## src/rtl/hrhp_pkg.sv

```systemverilog
// ----------------------------------------------------------------------------
// hrhp_pkg
// Shared types, codes and character classes for the request head parser.
// ----------------------------------------------------------------------------
`timescale 1ns / 1ps

package hrhp_pkg;

  // configuration port geometry
  localparam int CfgAddrBits = 4;
  localparam int CfgDataBits = 32;

  // register indexes (paddr word offset)
  localparam logic [1:0] REG_METHOD_LIMIT  = 2'd0;
  localparam logic [1:0] REG_PATH_LIMIT    = 2'd1;
  localparam logic [1:0] REG_VERSION_LIMIT = 2'd2;
  localparam logic [1:0] REG_HEADER_LIMIT  = 2'd3;

  // limit reset values
  localparam logic [7:0]  METHOD_LIMIT_RST  = 8'd7;
  localparam logic [15:0] PATH_LIMIT_RST    = 16'd2000;
  localparam logic [7:0]  VERSION_LIMIT_RST = 8'd8;
  localparam logic [15:0] HEADER_LIMIT_RST  = 16'd1000;

  // special characters
  localparam logic [7:0] CH_LF    = 8'h0A;
  localparam logic [7:0] CH_CR    = 8'h0D;
  localparam logic [7:0] CH_SP    = 8'h20;
  localparam logic [7:0] CH_COLON = 8'h3A;
  localparam logic [7:0] CH_SLASH = 8'h2F;
  localparam logic [7:0] CH_DOT   = 8'h2E;

  typedef enum logic [3:0] {
    PH_METHOD      = 4'd0,
    PH_PATH        = 4'd1,
    PH_VERSION     = 4'd2,
    PH_EOL_VERSION = 4'd3,
    PH_NAME        = 4'd4,
    PH_VALUE       = 4'd5,
    PH_EOL_VALUE   = 4'd6
  } phase_t;

  typedef enum logic [3:0] {
    EV_TAKEN       = 4'd0,
    EV_METHOD_END  = 4'd1,
    EV_PATH_END    = 4'd2,
    EV_VERSION_END = 4'd3,
    EV_NAME_END    = 4'd4,
    EV_VALUE_END   = 4'd5,
    EV_DONE        = 4'd6,
    EV_BAD         = 4'd7,
    EV_TOO_LARGE   = 4'd8,
    EV_IGNORED     = 4'd9
  } event_t;

  typedef enum logic [2:0] {
    PART_METHOD  = 3'd0,
    PART_PATH    = 3'd1,
    PART_VERSION = 3'd2,
    PART_NAME    = 3'd3,
    PART_VALUE   = 3'd4,
    PART_NONE    = 3'd5
  } part_t;

  // one received byte
  typedef struct packed {
    logic [7:0] data_byte;
    logic       start_req;
  } req_t;

  // one parser report
  typedef struct packed {
    event_t      event_res;
    part_t       part;
    logic [15:0] token_length;
    logic [7:0]  byte_echo;
  } res_t;

  // letters and digits
  function automatic logic is_alnum(input logic [7:0] b);
    return (b inside {[8'h30:8'h39], [8'h41:8'h5A], [8'h61:8'h7A]});
  endfunction

  // punctuation allowed in a request path
  function automatic logic is_path_char(input logic [7:0] b);
    return (b inside {8'h21, [8'h23:8'h2F], 8'h3A, 8'h3B, 8'h3D, 8'h3F, 8'h40,
                      8'h5B, 8'h5D, 8'h5F, 8'h7E});
  endfunction

  // punctuation allowed in header names and values (space included)
  function automatic logic is_head_char(input logic [7:0] b);
    return (b inside {[8'h20:8'h2F], [8'h3A:8'h40], [8'h5B:8'h60], [8'h7B:8'h7E]});
  endfunction

endpackage

```

## src/rtl/http_request_head_parser_core.sv

```systemverilog
// ----------------------------------------------------------------------------
// http_request_head_parser_core
// Byte-at-a-time checker for an HTTP/1.1 request head. Each byte is tested
// against the character class and length limit of the part it falls in
// (method, path, version, header name, header value) and one report comes
// back per byte: byte taken, token end, head done, bad request, too large or
// ignored, with the token length and the byte itself for downstream capture.
// Throughput is one byte per clock while out_stall is low; a byte's report
// is presented after the byte passes the input register, then the result
// register, and the only loop is the phase/position update done between
// them. The input register lets a new request in while a finished report
// still waits on out_stall. Set start_req on the first byte of each request;
// after head done, bad or too large every byte is ignored until the next
// start_req. Limit registers sit at byte addresses 0, 4, 8, 12 and must be
// written only while the parser is idle; the block does not enforce this.
// ----------------------------------------------------------------------------
`timescale 1ns / 1ps

module http_request_head_parser_core
  import hrhp_pkg::*;
#(
  parameter int POSITION_BITS = 16
) (
  input  logic                   clk,
  input  logic                   rst_n,
  // byte stream in
  input  logic                   in_valid,
  output logic                   in_stall,
  input  req_t                   in_data,
  // reports out
  output logic                   out_valid,
  input  logic                   out_stall,
  output res_t                   out_data,
  // limit registers
  input  logic                   cfg_psel,
  input  logic                   cfg_penable,
  input  logic                   cfg_pwrite,
  input  logic [CfgAddrBits-1:0] cfg_paddr,
  input  logic [CfgDataBits-1:0] cfg_pwdata,
  output logic [CfgDataBits-1:0] cfg_prdata,
  output logic                   cfg_pready
);

  localparam int CmpBits = (POSITION_BITS > 16) ? POSITION_BITS : 16;
  localparam logic [POSITION_BITS-1:0] PosMax = {POSITION_BITS{1'b1}};
  localparam logic [POSITION_BITS-1:0] PosOne = {{(POSITION_BITS-1){1'b0}}, 1'b1};

  logic [7:0]  method_limit_r;
  logic [15:0] path_limit_r;
  logic [7:0]  version_limit_r;
  logic [15:0] header_limit_r;

  logic in_valid_r;
  req_t in_data_r;
  logic out_valid_r;
  res_t out_data_r;

  phase_t                   phase_r, phase_nxt;
  logic [POSITION_BITS-1:0] pos_r, pos_nxt;
  logic [7:0]               prev_r, prev_nxt;
  logic                     fin_r, fin_nxt;
  res_t                     res_nxt;

  logic                     out_free;
  logic                     advance;
  logic                     cfg_wr;
  logic [7:0]               b;
  logic                     eol;
  logic                     sp;
  phase_t                   cur_phase, work_phase;
  logic [POSITION_BITS-1:0] cur_pos, work_pos;
  logic [7:0]               cur_prev;
  logic                     cur_fin;
  logic                     in_eol_phase;
  logic [CmpBits-1:0]       lim_sel;
  logic                     beyond;
  logic                     is_bad;
  part_t                    bad_part;

  // handshake: input register feeds the result register
  assign out_free   = !out_valid_r || !out_stall;
  assign advance    = in_valid_r && out_free;
  assign in_stall   = in_valid_r && !out_free;
  assign out_valid  = out_valid_r;
  assign out_data   = out_data_r;
  assign cfg_pready = 1'b1;
  assign cfg_wr     = cfg_psel && cfg_penable && cfg_pwrite;

  // configuration registers
  always_ff @(posedge clk) begin
    if (!rst_n) begin
      method_limit_r  <= METHOD_LIMIT_RST;
      path_limit_r    <= PATH_LIMIT_RST;
      version_limit_r <= VERSION_LIMIT_RST;
      header_limit_r  <= HEADER_LIMIT_RST;
    end else if (cfg_wr) begin
      case (cfg_paddr[3:2])
        REG_METHOD_LIMIT:  method_limit_r  <= cfg_pwdata[7:0];
        REG_PATH_LIMIT:    path_limit_r    <= cfg_pwdata[15:0];
        REG_VERSION_LIMIT: version_limit_r <= cfg_pwdata[7:0];
        REG_HEADER_LIMIT:  header_limit_r  <= cfg_pwdata[15:0];
        default: ;
      endcase
    end
  end

  // register readback
  always_comb begin
    case (cfg_paddr[3:2])
      REG_METHOD_LIMIT:  cfg_prdata = {24'd0, method_limit_r};
      REG_PATH_LIMIT:    cfg_prdata = {16'd0, path_limit_r};
      REG_VERSION_LIMIT: cfg_prdata = {24'd0, version_limit_r};
      REG_HEADER_LIMIT:  cfg_prdata = {16'd0, header_limit_r};
      default:           cfg_prdata = '0;
    endcase
  end

  // input register
  always_ff @(posedge clk) begin
    if (!rst_n) begin
      in_valid_r <= 1'b0;
    end else if (!in_stall) begin
      in_valid_r <= in_valid;
    end
  end

  always_ff @(posedge clk) begin
    if (!in_stall && in_valid) begin
      in_data_r <= in_data;
    end
  end

  // parser state, updated as a request moves to the result register
  always_ff @(posedge clk) begin
    if (!rst_n) begin
      phase_r <= PH_METHOD;
      pos_r   <= '0;
      prev_r  <= 8'd0;
      fin_r   <= 1'b0;
    end else if (advance) begin
      phase_r <= phase_nxt;
      pos_r   <= pos_nxt;
      prev_r  <= prev_nxt;
      fin_r   <= fin_nxt;
    end
  end

  // result register
  always_ff @(posedge clk) begin
    if (!rst_n) begin
      out_valid_r <= 1'b0;
    end else if (out_free) begin
      out_valid_r <= in_valid_r;
    end
  end

  always_ff @(posedge clk) begin
    if (advance) begin
      out_data_r <= res_nxt;
    end
  end

  // state as seen by this byte, after a restart
  assign b         = in_data_r.data_byte;
  assign eol       = (b == CH_CR) || (b == CH_LF);
  assign sp        = (b == CH_SP);
  assign cur_phase = in_data_r.start_req ? PH_METHOD : phase_r;
  assign cur_pos   = in_data_r.start_req ? '0 : pos_r;
  assign cur_prev  = in_data_r.start_req ? 8'd0 : prev_r;
  assign cur_fin   = in_data_r.start_req ? 1'b0 : fin_r;

  // a line ending that is not an LF pair falls into a fresh header name
  assign in_eol_phase = (cur_phase == PH_EOL_VERSION) || (cur_phase == PH_EOL_VALUE);
  assign work_phase   = in_eol_phase ? PH_NAME : cur_phase;
  assign work_pos     = in_eol_phase ? '0 : cur_pos;

  // length limit of the current part
  always_comb begin
    case (work_phase)
      PH_METHOD:  lim_sel = CmpBits'(method_limit_r);
      PH_PATH:    lim_sel = CmpBits'(path_limit_r);
      PH_VERSION: lim_sel = CmpBits'(version_limit_r);
      default:    lim_sel = CmpBits'(header_limit_r);
    endcase
  end

  assign beyond = (CmpBits'(work_pos) > lim_sel) || (work_pos == PosMax);

  // part reported with a bad byte
  always_comb begin
    case (work_phase)
      PH_METHOD:  bad_part = PART_METHOD;
      PH_PATH:    bad_part = PART_PATH;
      PH_VERSION: bad_part = PART_VERSION;
      PH_NAME:    bad_part = PART_NAME;
      default:    bad_part = PART_NONE;
    endcase
  end

  // per-byte parse decision
  always_comb begin
    phase_nxt            = work_phase;
    pos_nxt              = work_pos;
    prev_nxt             = cur_prev;
    fin_nxt              = cur_fin;
    is_bad               = 1'b0;
    res_nxt.event_res    = EV_TAKEN;
    res_nxt.part         = PART_NONE;
    res_nxt.token_length = 16'(work_pos);
    res_nxt.byte_echo    = b;

    if (cur_fin) begin
      phase_nxt            = cur_phase;
      pos_nxt              = cur_pos;
      res_nxt.event_res    = EV_IGNORED;
      res_nxt.token_length = 16'd0;
    end else if (in_eol_phase && (b == CH_LF) && (cur_prev == CH_CR)) begin
      // LF closing a CR LF pair
      prev_nxt             = b;
      res_nxt.token_length = 16'd0;
    end else if (in_eol_phase && (b == CH_LF) && (cur_prev == CH_LF)) begin
      // two bare LFs: blank line
      phase_nxt            = cur_phase;
      fin_nxt              = 1'b1;
      res_nxt.event_res    = EV_DONE;
      res_nxt.token_length = 16'd0;
    end else begin
      case (work_phase)
        PH_METHOD: begin
          if (beyond || !(is_alnum(b) || sp) || (sp && work_pos == '0)) begin
            is_bad = 1'b1;
          end else if (sp) begin
            phase_nxt         = PH_PATH;
            pos_nxt           = '0;
            prev_nxt          = b;
            res_nxt.event_res = EV_METHOD_END;
            res_nxt.part      = PART_METHOD;
          end else begin
            pos_nxt      = work_pos + PosOne;
            prev_nxt     = b;
            res_nxt.part = PART_METHOD;
          end
        end
        PH_PATH: begin
          if (beyond || !(is_alnum(b) || is_path_char(b) || sp)
              || (sp && work_pos == '0)) begin
            is_bad = 1'b1;
          end else if (sp) begin
            phase_nxt         = PH_VERSION;
            pos_nxt           = '0;
            prev_nxt          = b;
            res_nxt.event_res = EV_PATH_END;
            res_nxt.part      = PART_PATH;
          end else begin
            pos_nxt      = work_pos + PosOne;
            prev_nxt     = b;
            res_nxt.part = PART_PATH;
          end
        end
        PH_VERSION: begin
          if (beyond || !(is_alnum(b) || b == CH_SLASH || b == CH_DOT || eol)
              || (eol && work_pos == '0)) begin
            is_bad = 1'b1;
          end else if (eol) begin
            phase_nxt         = PH_EOL_VERSION;
            pos_nxt           = '0;
            prev_nxt          = b;
            res_nxt.event_res = EV_VERSION_END;
            res_nxt.part      = PART_VERSION;
          end else begin
            pos_nxt      = work_pos + PosOne;
            prev_nxt     = b;
            res_nxt.part = PART_VERSION;
          end
        end
        PH_NAME: begin
          if (eol && work_pos == '0) begin
            // blank line ends the head
            fin_nxt              = 1'b1;
            res_nxt.event_res    = EV_DONE;
            res_nxt.token_length = 16'd0;
          end else if (beyond) begin
            fin_nxt           = 1'b1;
            res_nxt.event_res = EV_TOO_LARGE;
            res_nxt.part      = PART_NAME;
          end else if (!(is_alnum(b) || is_head_char(b))
                       || (sp && (work_pos == '0 || cur_prev != CH_COLON))) begin
            is_bad = 1'b1;
          end else if (sp) begin
            // colon space: name length excludes the colon
            phase_nxt            = PH_VALUE;
            pos_nxt              = '0;
            prev_nxt             = b;
            res_nxt.event_res    = EV_NAME_END;
            res_nxt.part         = PART_NAME;
            res_nxt.token_length = 16'(work_pos - PosOne);
          end else begin
            pos_nxt      = work_pos + PosOne;
            prev_nxt     = b;
            res_nxt.part = PART_NAME;
          end
        end
        PH_VALUE: begin
          if (beyond) begin
            fin_nxt           = 1'b1;
            res_nxt.event_res = EV_TOO_LARGE;
            res_nxt.part      = PART_VALUE;
          end else if (!(is_alnum(b) || is_head_char(b) || eol)
                       || (eol && work_pos == '0)) begin
            is_bad = 1'b1;
          end else if (eol) begin
            phase_nxt         = PH_EOL_VALUE;
            pos_nxt           = '0;
            prev_nxt          = b;
            res_nxt.event_res = EV_VALUE_END;
            res_nxt.part      = PART_VALUE;
          end else begin
            pos_nxt      = work_pos + PosOne;
            prev_nxt     = b;
            res_nxt.part = PART_VALUE;
          end
        end
        default: begin
          is_bad = 1'b1;
        end
      endcase

      // any rejected byte ends the request
      if (is_bad) begin
        phase_nxt            = work_phase;
        pos_nxt              = work_pos;
        prev_nxt             = cur_prev;
        fin_nxt              = 1'b1;
        res_nxt.event_res    = EV_BAD;
        res_nxt.part         = bad_part;
        res_nxt.token_length = 16'(work_pos);
      end
    end
  end

  // a request after finish without restart reports ignored
  a_ignored_after_finish: assert property (@(posedge clk) disable iff (!rst_n)
    advance && fin_r && !in_data_r.start_req
    |=> out_valid_r && out_data_r.event_res == EV_IGNORED)
    else $error("finished parser did not ignore a request");

  // finish only comes with a terminating report
  a_finish_has_report: assert property (@(posedge clk) disable iff (!rst_n)
    $rose(fin_r) |-> out_valid_r && (out_data_r.event_res == EV_DONE ||
                                     out_data_r.event_res == EV_BAD ||
                                     out_data_r.event_res == EV_TOO_LARGE))
    else $error("finish flag set without a terminating report");

  // line ending phases hold no position
  a_eol_pos_zero: assert property (@(posedge clk) disable iff (!rst_n)
    (phase_r == PH_EOL_VERSION || phase_r == PH_EOL_VALUE) |-> pos_r == '0)
    else $error("position not cleared in line ending phase");

  // the state only moves when a request reaches the result register
  a_state_holds: assert property (@(posedge clk) disable iff (!rst_n)
    !advance |=> $stable(phase_r) && $stable(pos_r) && $stable(fin_r))
    else $error("parser state changed without a request");

endmodule

```

## config.mk

```make
export PLATFORM = sky130hd
export DESIGN_NAME = http_request_head_parser_core
export DESIGN_NICKNAME = d
export VERILOG_FILES = /design/src/rtl/hrhp_pkg.sv /design/src/rtl/http_request_head_parser_core.sv
export SDC_FILE = /design/constraint.sdc
export NUM_CORES = 1
export LEC_CHECK = 0
export BUFFER_PORTS_ARGS = -buffer_cell sky130_fd_sc_hd__buf_2
export CORE_MARGIN = 2
export CORE_UTILIZATION = 50
export CTS_BUF_LIST = sky130_fd_sc_hd__clkbuf_8
export DETAILED_ROUTE_END_ITERATION = 10
export HOLD_SLACK_MARGIN = 0.08
export PLACE_DENSITY = 0.71
export SETUP_SLACK_MARGIN = 0.3
export SLEW_MARGIN = 30
export SYNTH_ARGS = -nofsm -noshare
export SYNTH_HDL_FRONTEND = slang
export SYNTH_SLANG_ARGS = --single-unit
```

## constraint.sdc

```tcl
create_clock -name clk -period 10.25 [get_ports clk]
set_input_delay 2.05 -clock clk [delete_from_list [all_inputs] [get_ports clk]]
set_output_delay 2.05 -clock clk [all_outputs]
set_load 0.005 [all_outputs]
```

### After elaboration in Yosys (flattened, before gate mapping)

Index checks and enable logic that the tools add are counted.

| storage, ports and cells | value |
|---|---|
| output and inout bits | 66 |
| memories | 0 |
| register bits after elaboration | 119 |
| memory bits (read-only) | 0 |
| bits in latches | 0 |
| logic and storage cells | 224 |
| RAM bits | 0 |

| cells by class | value |
|---|---|
| bitwise logic cells | 0 |
| mux-type cells | 100 |
| equality and inequality tests | 28 |
| $add $sub $neg | 2 |
| order comparisons | 16 |
| shift-type cells | 0 |
| multiply operators | 0 |
| reductions and logical operators | 61 |
| divide/modulo/power cells | 0 |

Operators with widths:

| cell | number |
|---|---|
| 2-to-1 mux 16 bit | 20 |
| case mux 32 bit (4 select lines) | 1 |
| 2-to-1 mux 23 bit | 5 |
| 2-to-1 mux 8 bit | 13 |
| 2-to-1 mux 4 bit | 21 |
| case mux 16 bit (5 select lines) | 1 |
| == test 8 x 6 -> 1 bit (second input constant) | 8 |
| case mux 16 bit (3 select lines) | 1 |
| == test 8 x 7 -> 1 bit (second input constant) | 5 |
| less-or-equal comparator 8 x 7 -> 1 bit (second input constant) | 5 |
| case mux 8 bit (5 select lines) | 1 |
| case mux 7 bit (5 select lines) | 1 |
| == test 8 x 4 -> 1 bit (second input constant) | 4 |
| greater-or-equal comparator 8 x 6 -> 1 bit (second input constant) | 4 |
| greater-or-equal comparator 8 x 7 -> 1 bit (second input constant) | 4 |
| 2-to-1 mux 7 bit | 4 |
| logical OR 1 bit | 21 |
| case mux 4 bit (5 select lines) | 1 |
| logical AND 1 bit | 19 |
| 2-to-1 mux 1 bit | 19 |
| adder 16 x 1 -> 16 bit (second input constant) | 1 |
| == test 16 bit (second input constant) | 1 |
| > comparator 16 bit | 1 |
| less-or-equal comparator 8 x 6 -> 1 bit (second input constant) | 2 |
| 24 further kinds | 44 |

### Longest topological paths before layout

| depth | value |
|---|---|
| depth in word-level cells | 19 |
| mapped depth | 20 |
| mapped depth without buffers | 15 |

### Worst setup path after synthesis

OpenSTA, ideal clock, no wires.

| timing | value |
|---|---|
| kind | input -> output |
| start point | input cfg_paddr[3] |
| end point | output cfg_prdata[0] |
| setup slack | 5.034 ns |
| arrival | 3.166 ns |
| required time | 8.200 ns |
| stages | 3 |
| cells stage by stage | clkbuf_1 > clkbuf_1 > mux4_2 |

| between the ends | value |
|---|---|
| longest elaborated chain between the ends | 2 |
| elaborated cells on any way between the ends | 5 |
| classes of those cells | eq/ne (3); mux (1); reduce/logical (1) |

Ends and longest elaborated chain:

| what | RTL line | text |
|---|---|---|
| from (decl) | http_request_head_parser_core.sv:38 | `input logic [CfgAddrBits-1:0] cfg_paddr,` |
| == test 2 bit (tied with other cells) | http_request_head_parser_core.sv:109 | `case (cfg_paddr[3:2])` |
| case mux 32 bit (4 select lines) (*) | http_request_head_parser_core.sv:109 |  |
| to (decl) | http_request_head_parser_core.sv:40 | `output logic [CfgDataBits-1:0] cfg_prdata,` |

Every way passes the cells marked *; elsewhere a longest branch is shown, timed or not. The select of a mux whose other input is x is not followed.

### Final worst setup path

| timing | value |
|---|---|
| start point | register in_data_r[0] in the netlist's numbering |
| end point | register pos_r[11] |

| between the ends | value |
|---|---|
| longest elaborated chain between the ends | 19 |
| elaborated cells on any way between the ends | 65 |
| classes of those cells | add/sub (1); order compare (1); eq/ne (10); mux (34); reduce/logical (19) |

Ends and longest elaborated chain:

| what | RTL line | text |
|---|---|---|
| from (decl) | http_request_head_parser_core.sv:54 | `req_t in_data_r;` |
| from (signal assigned) | http_request_head_parser_core.sv:129 | `in_data_r <= in_data;` |
| 2-to-1 mux 4 bit | http_request_head_parser_core.sv:167 | `assign cur_phase = in_data_r.start_req ? PH_METHOD : phase_r;` |
| == test 4 x 2 -> 1 bit or == test 4 x 3 -> 1 bit (tied branches) | http_request_head_parser_core.sv:173 | `assign in_eol_phase = (cur_phase == PH_EOL_VERSION) \|\| (cur_phase == PH_EOL_VALUE);` |
| logical OR 1 bit | http_request_head_parser_core.sv:173 |  |
| 2-to-1 mux 4 bit or 2-to-1 mux 16 bit (tied branches) | http_request_head_parser_core.sv:174, http_request_head_parser_core.sv:175 |  |
| == test 4 x 2 -> 1 bit (tied with other cells) | http_request_head_parser_core.sv:179, http_request_head_parser_core.sv:228 |  |
| case mux 16 bit (3 select lines) or logical OR 1 bit (tied branches) | http_request_head_parser_core.sv:179, http_request_head_parser_core.sv:287 |  |
| > comparator 16 bit or logical AND 1 bit (tied branches) | http_request_head_parser_core.sv:187, http_request_head_parser_core.sv:287 |  |
| logical OR 1 bit (on tied branches) | http_request_head_parser_core.sv:187, http_request_head_parser_core.sv:287 |  |
| (+3 left out) | -- |  |
| case mux 1 bit (5 select lines) | http_request_head_parser_core.sv:228 | `case (work_phase)` |
| 2-to-1 mux 1 bit | http_request_head_parser_core.sv:221 | `end else if (in_eol_phase && (b == CH_LF) && (cur_prev == CH_LF)) begin` |
| 2-to-1 mux 1 bit | http_request_head_parser_core.sv:217 | `end else if (in_eol_phase && (b == CH_LF) && (cur_prev == CH_CR)) begin` |
| 2-to-1 mux 1 bit | http_request_head_parser_core.sv:212 | `if (cur_fin) begin` |
| 2-to-1 mux 16 bit | http_request_head_parser_core.sv:329 | `if (is_bad) begin` |
| 2-to-1 mux 16 bit | http_request_head_parser_core.sv:221 |  |
| 2-to-1 mux 16 bit | http_request_head_parser_core.sv:217 |  |
| 2-to-1 mux 16 bit (*) | http_request_head_parser_core.sv:212 |  |
| to (signal assigned) | http_request_head_parser_core.sv:142 | `pos_r <= pos_nxt;` |
| to (decl) | http_request_head_parser_core.sv:59 | `logic [POSITION_BITS-1:0] pos_r, pos_nxt;` |

Marks and branches as above.
A chain may end at the register's enable or synchronous reset.

==> summary.md <==
| Metric | Value |
|---|---|
| Outcome | `completed` |
| Initial antenna violation count | `0` |
| Die footprint | `16800 um^2` |
| Wire length per cell | `19.1 um` |
| Setup_tns | `0 ps` |
| Vias in the first global route | `6988` |
| Top delay family on crit path | `compound AO/OA/AOI/OAI gates` |
| Yosys Warn Count | `0` |
| Synth top area cells | `dfxtp_1 20%, edfxtp_1 15%, nand2_1 7.3%` |
| Top FF cell, synth | `dfxtp_1` |
| Multi-input logic area | `4630 um^2` |
| R2r endpoint | `pos_r[11]` |
| Post-CTS sizing | `0` |
| Reg clk slew, reported paths | `~80 ps` |
| Asr flop ratio synth | `0%` |
| P per Cell Area | `around 130 nW/um^2` |
| Critical Path, Cell by Cell | `inv_1, o21ai_1, a221oi_1, ha_1, a41o_1, a21oi_1, nor3_1, a211oi_4, o21a_1, a32oi_1, or2_1, nor3_2, a41oi_1` |
| Worst hold slack | `469 ps` |
| RSZ-0062 raised after global routing | `no` |
| Pre-CTS WS | `between 4000 and 5000 ps` |
| CTS Hold Buffers Added | `0` |
| Synthesized cell area | `between 7000 and 8000 um^2` |
| I/O Pins | `~120` |
| DRC viols | `0` |
| # fillers | `1454` |
| Slowest stage delay, CP | `870 ps` |
| Worst path bufs/invs | `1` |
| Worst EP arrival | `6110 ps` |
| Die H | `129 um` |
| CTS tree | `yes` |
| Worst Path Required | `10540 ps` |
| Die X | `129 um` |
| CTS Buf Count | `17` |
| Worst reg-to-reg path cell count | `13` |
| Layout Utilization | `~57%` |
| Total grt overflow | `0` |
| Port-buffer cells | `82` |
| Share of layout cells above drive strength 1 | `15.9%` |
| Max_slew headroom | `33.9%` |
| Hold depth | `2` |
| Final worst path period need | `roughly 5800 ps` |
| RR Startpoint | `in_data_r[0]` |
| Top cells by count, synth | `154 x nand2_1, 79 x dfxtp_1, 67 x a21oi_1, 67 x nor2_1, 48 x nand3_1` |
| Clock sink total | `119` |
| Cells after Synth | `around 940` |
| PnR worst setup slack | `roughly 4400 ps` |
| Total vias in the final route | `around 7600` |
| Core region area | `approximately 15000 um^2` |
| Root Buffer | `clkbuf_8` |
| Max Freq | `0.172 GHz` |
| EDFF count, synth | `40` |
| Detailed Place HPWL | `between 15000 and 20000 um` |
| Initial core utilization | `~51%` |
| ANT nets after route | `0` |
| Max clock buf depth | `2` |
| Via-per-instance ratio | `6.33` |
| Stages on the worst setup path | `13` |
| Gp weighted congestion | `a little under 1` |
| Row cnt | `45` |
| First-pass GRT wire length | `approximately 37000 um` |
| Worst hold path type | `reg -> reg` |
| Avg Cell Area, Syn | `8.36 um^2` |
| Crit. End Element | `flop` |
| Hold EP | `path_limit_r[11]` |
| Post-synthesis sequential area ratio | `between 30% and 40%` |
| Reg2Reg Setup Slack | `between 4000 and 5000 ps` |
| Final Hold Fails | `0` |
| Period utilisation layout | `56.8%` |
| Final clock skew | `11.9 ps` |
| Max Slew Vio Count | `0` |
| Top-count cell post-synth | `nand2_1` |
| Maximum vdd ir drop | `~0.083 mV` |
| Total track usage | `between 20 and 30%` |
| Leak pwr | `between 3 and 4 nW` |
| Max_cap viols | `0` |
| Hold Path Origin | `path_limit_r[11]` |
| Reg area | `approximately 2800 um^2` |
| P&R area growth vs syn | `10.3%` |
| CTS H-tree lvls | `4` |
| Total power | `0.00111 W` |
| Clock latency on the worst-skew pair | `around 460 ps` |
| Final WL | `roughly 23000 um` |
| Largest net degree at the start of global routing | `between 40 and 50` |
| Iter 0 DRT Violations | `a little under 800` |
| Final setup viols | `0` |
| Register bit total from synthesis | `between 100 and 150` |
| Drt first pass iters | `6` |
| Postcts setup bufs | `0` |
| Startpoint types | `flop` |
| Antenna diode count | `0` |
| Fin nets | `between 1000 and 1500` |
| Synth area leader | `dfxtp_1` |
| Critical path type | `reg -> reg` |
| Top-area cell type share of the netlist area | `roughly a fifth` |
| Max stage delay cell, worst path | `edfxtp_1` |
| Worst-path fanout max | `20` |
| Netlist cell types | `85` |
| Worst-margin pin slew | `approximately 980 ps` |
==> logic make-up (layout without fill, tap and decap cells) <==
| family | after synthesis | after routing | share of synthesized area [%] |
|---|---|---|---|
| compound gates | 247 | 247 | 22.5 |
| flops | 119 | 119 | 35.4 |
| xor+xnor | 14 | 14 | 1.80 |
| mux | 36 | 36 | 5.88 |
| buf+inv | 108 | 146 | 6.77 |
| other cells | 2 | 17 | 0.0954 |
| simple gates | 396 | 396 | 24.6 |
| fa+ha+maj | 19 | 19 | 3.02 |
==> metal layers <==
metal,global-route usage [%],routed length (um)
met1,38.0,9570
met2,44.1,10700
met3,6.44,2310
met4,11.4,488
met5,0,0
==> power breakdown <==
group | total [W] | internal, W | leakage [nW] | switching, W
clock network | 0.000468 | 0.000269 | 0.224 | 0.000199
registers | 0.000514 | 0.000500 | 1.03 | 0.0000139
logic | 0.000131 | 0.0000446 | 2.11 | 0.0000868
total | 0.00111 | 0.000814 | 3.36 | 0.000299
==> cell type report <==
type / instances / share of cell area [%]
Clock buffer: 18 / 2.85
Clock inverter: 14 / 2.09
Inverter: 21 / 0.908
Multi-Input combinational cell: 729 / 53.3
Sequential cell: 119 / 32.0
Tap cell: 211 / 3.04
Timing Repair Buffer: 93 / 5.72
==> worst min-delay path, cell delays in order, from the launching register on <==
cell	delay, ps
dfxtp_1	320
nand2_1	50
a21oi_1	50
==> per-stage QoR <==
stage / area, um^2 / cells
floorplan: 7930 / 956
global placement: 8230 / 1172
detailed placement: 8230 / 1172
CTS: 8660 / 1204
global route: 8680 / 1205
finish: 8680 / 1205
==> how the worst max path moves through the flow <==
| stage | slack, ps | startpoint | end |
|---|---|---|---|
| after floorplan | 5030 | cfg_paddr[3] | cfg_prdata[0] |
| after global placement | 4310 | in_data_r[0] | pos_r[11] |
| after detailed placement | 4290 | in_data_r[0] | pos_r[11] |
| after CTS | 4260 | in_data_r[0] | pos_r[11] |
| after global routing | 4150 | in_data_r[0] | pos_r[11] |
| final | 4430 | in_data_r[0] | pos_r[11] |
==> flip-flops by register name (all words and copies together), names as in the netlist <==
signal,flops
b,8
fin_r,1
header_limit_r,16
in_data_r,1
in_valid_r,1
method_limit_r,8
out_data,31
out_valid,1
path_limit_r,16
phase_r,4
pos_r,16
prev_r,8
version_limit_r,8
==> layout by cell type (no fill, tap or decap), drive strengths merged, types with 6 or more instances in the layout <==
| cell | synthesis | routed |
|---|---|---|
| a2111oi | 8 | 8 |
| a211oi | 9 | 9 |
| a21oi | 67 | 67 |
| a221oi | 8 | 8 |
| a22o | 7 | 7 |
| a22oi | 10 | 10 |
| a311oi | 6 | 6 |
| a31oi | 6 | 6 |
| a32oi | 9 | 9 |
| and2 | 13 | 13 |
| and3 | 13 | 13 |
| buf | 40 | 93 |
| clkbuf | 47 | 18 |
| clkinv | 0 | 6 |
| conb | 2 | 17 |
| dfxtp | 79 | 79 |
| edfxtp | 40 | 40 |
| ha | 19 | 19 |
| inv | 21 | 24 |
| mux2i | 26 | 26 |
| mux4 | 8 | 8 |
| nand2 | 154 | 154 |
| nand2b | 6 | 6 |
| nand3 | 49 | 49 |
| nand4 | 16 | 16 |
| nor2 | 67 | 67 |
| nor2b | 17 | 17 |
| nor3 | 20 | 20 |
| nor4 | 12 | 12 |
| o211ai | 9 | 9 |
| o21a | 6 | 6 |
| o21ai | 30 | 30 |
| o31ai | 21 | 21 |
| o41ai | 6 | 6 |
| or4 | 6 | 6 |
| xnor2 | 7 | 7 |
| xor2 | 7 | 7 |
Power figures use the tool's default switching activity.
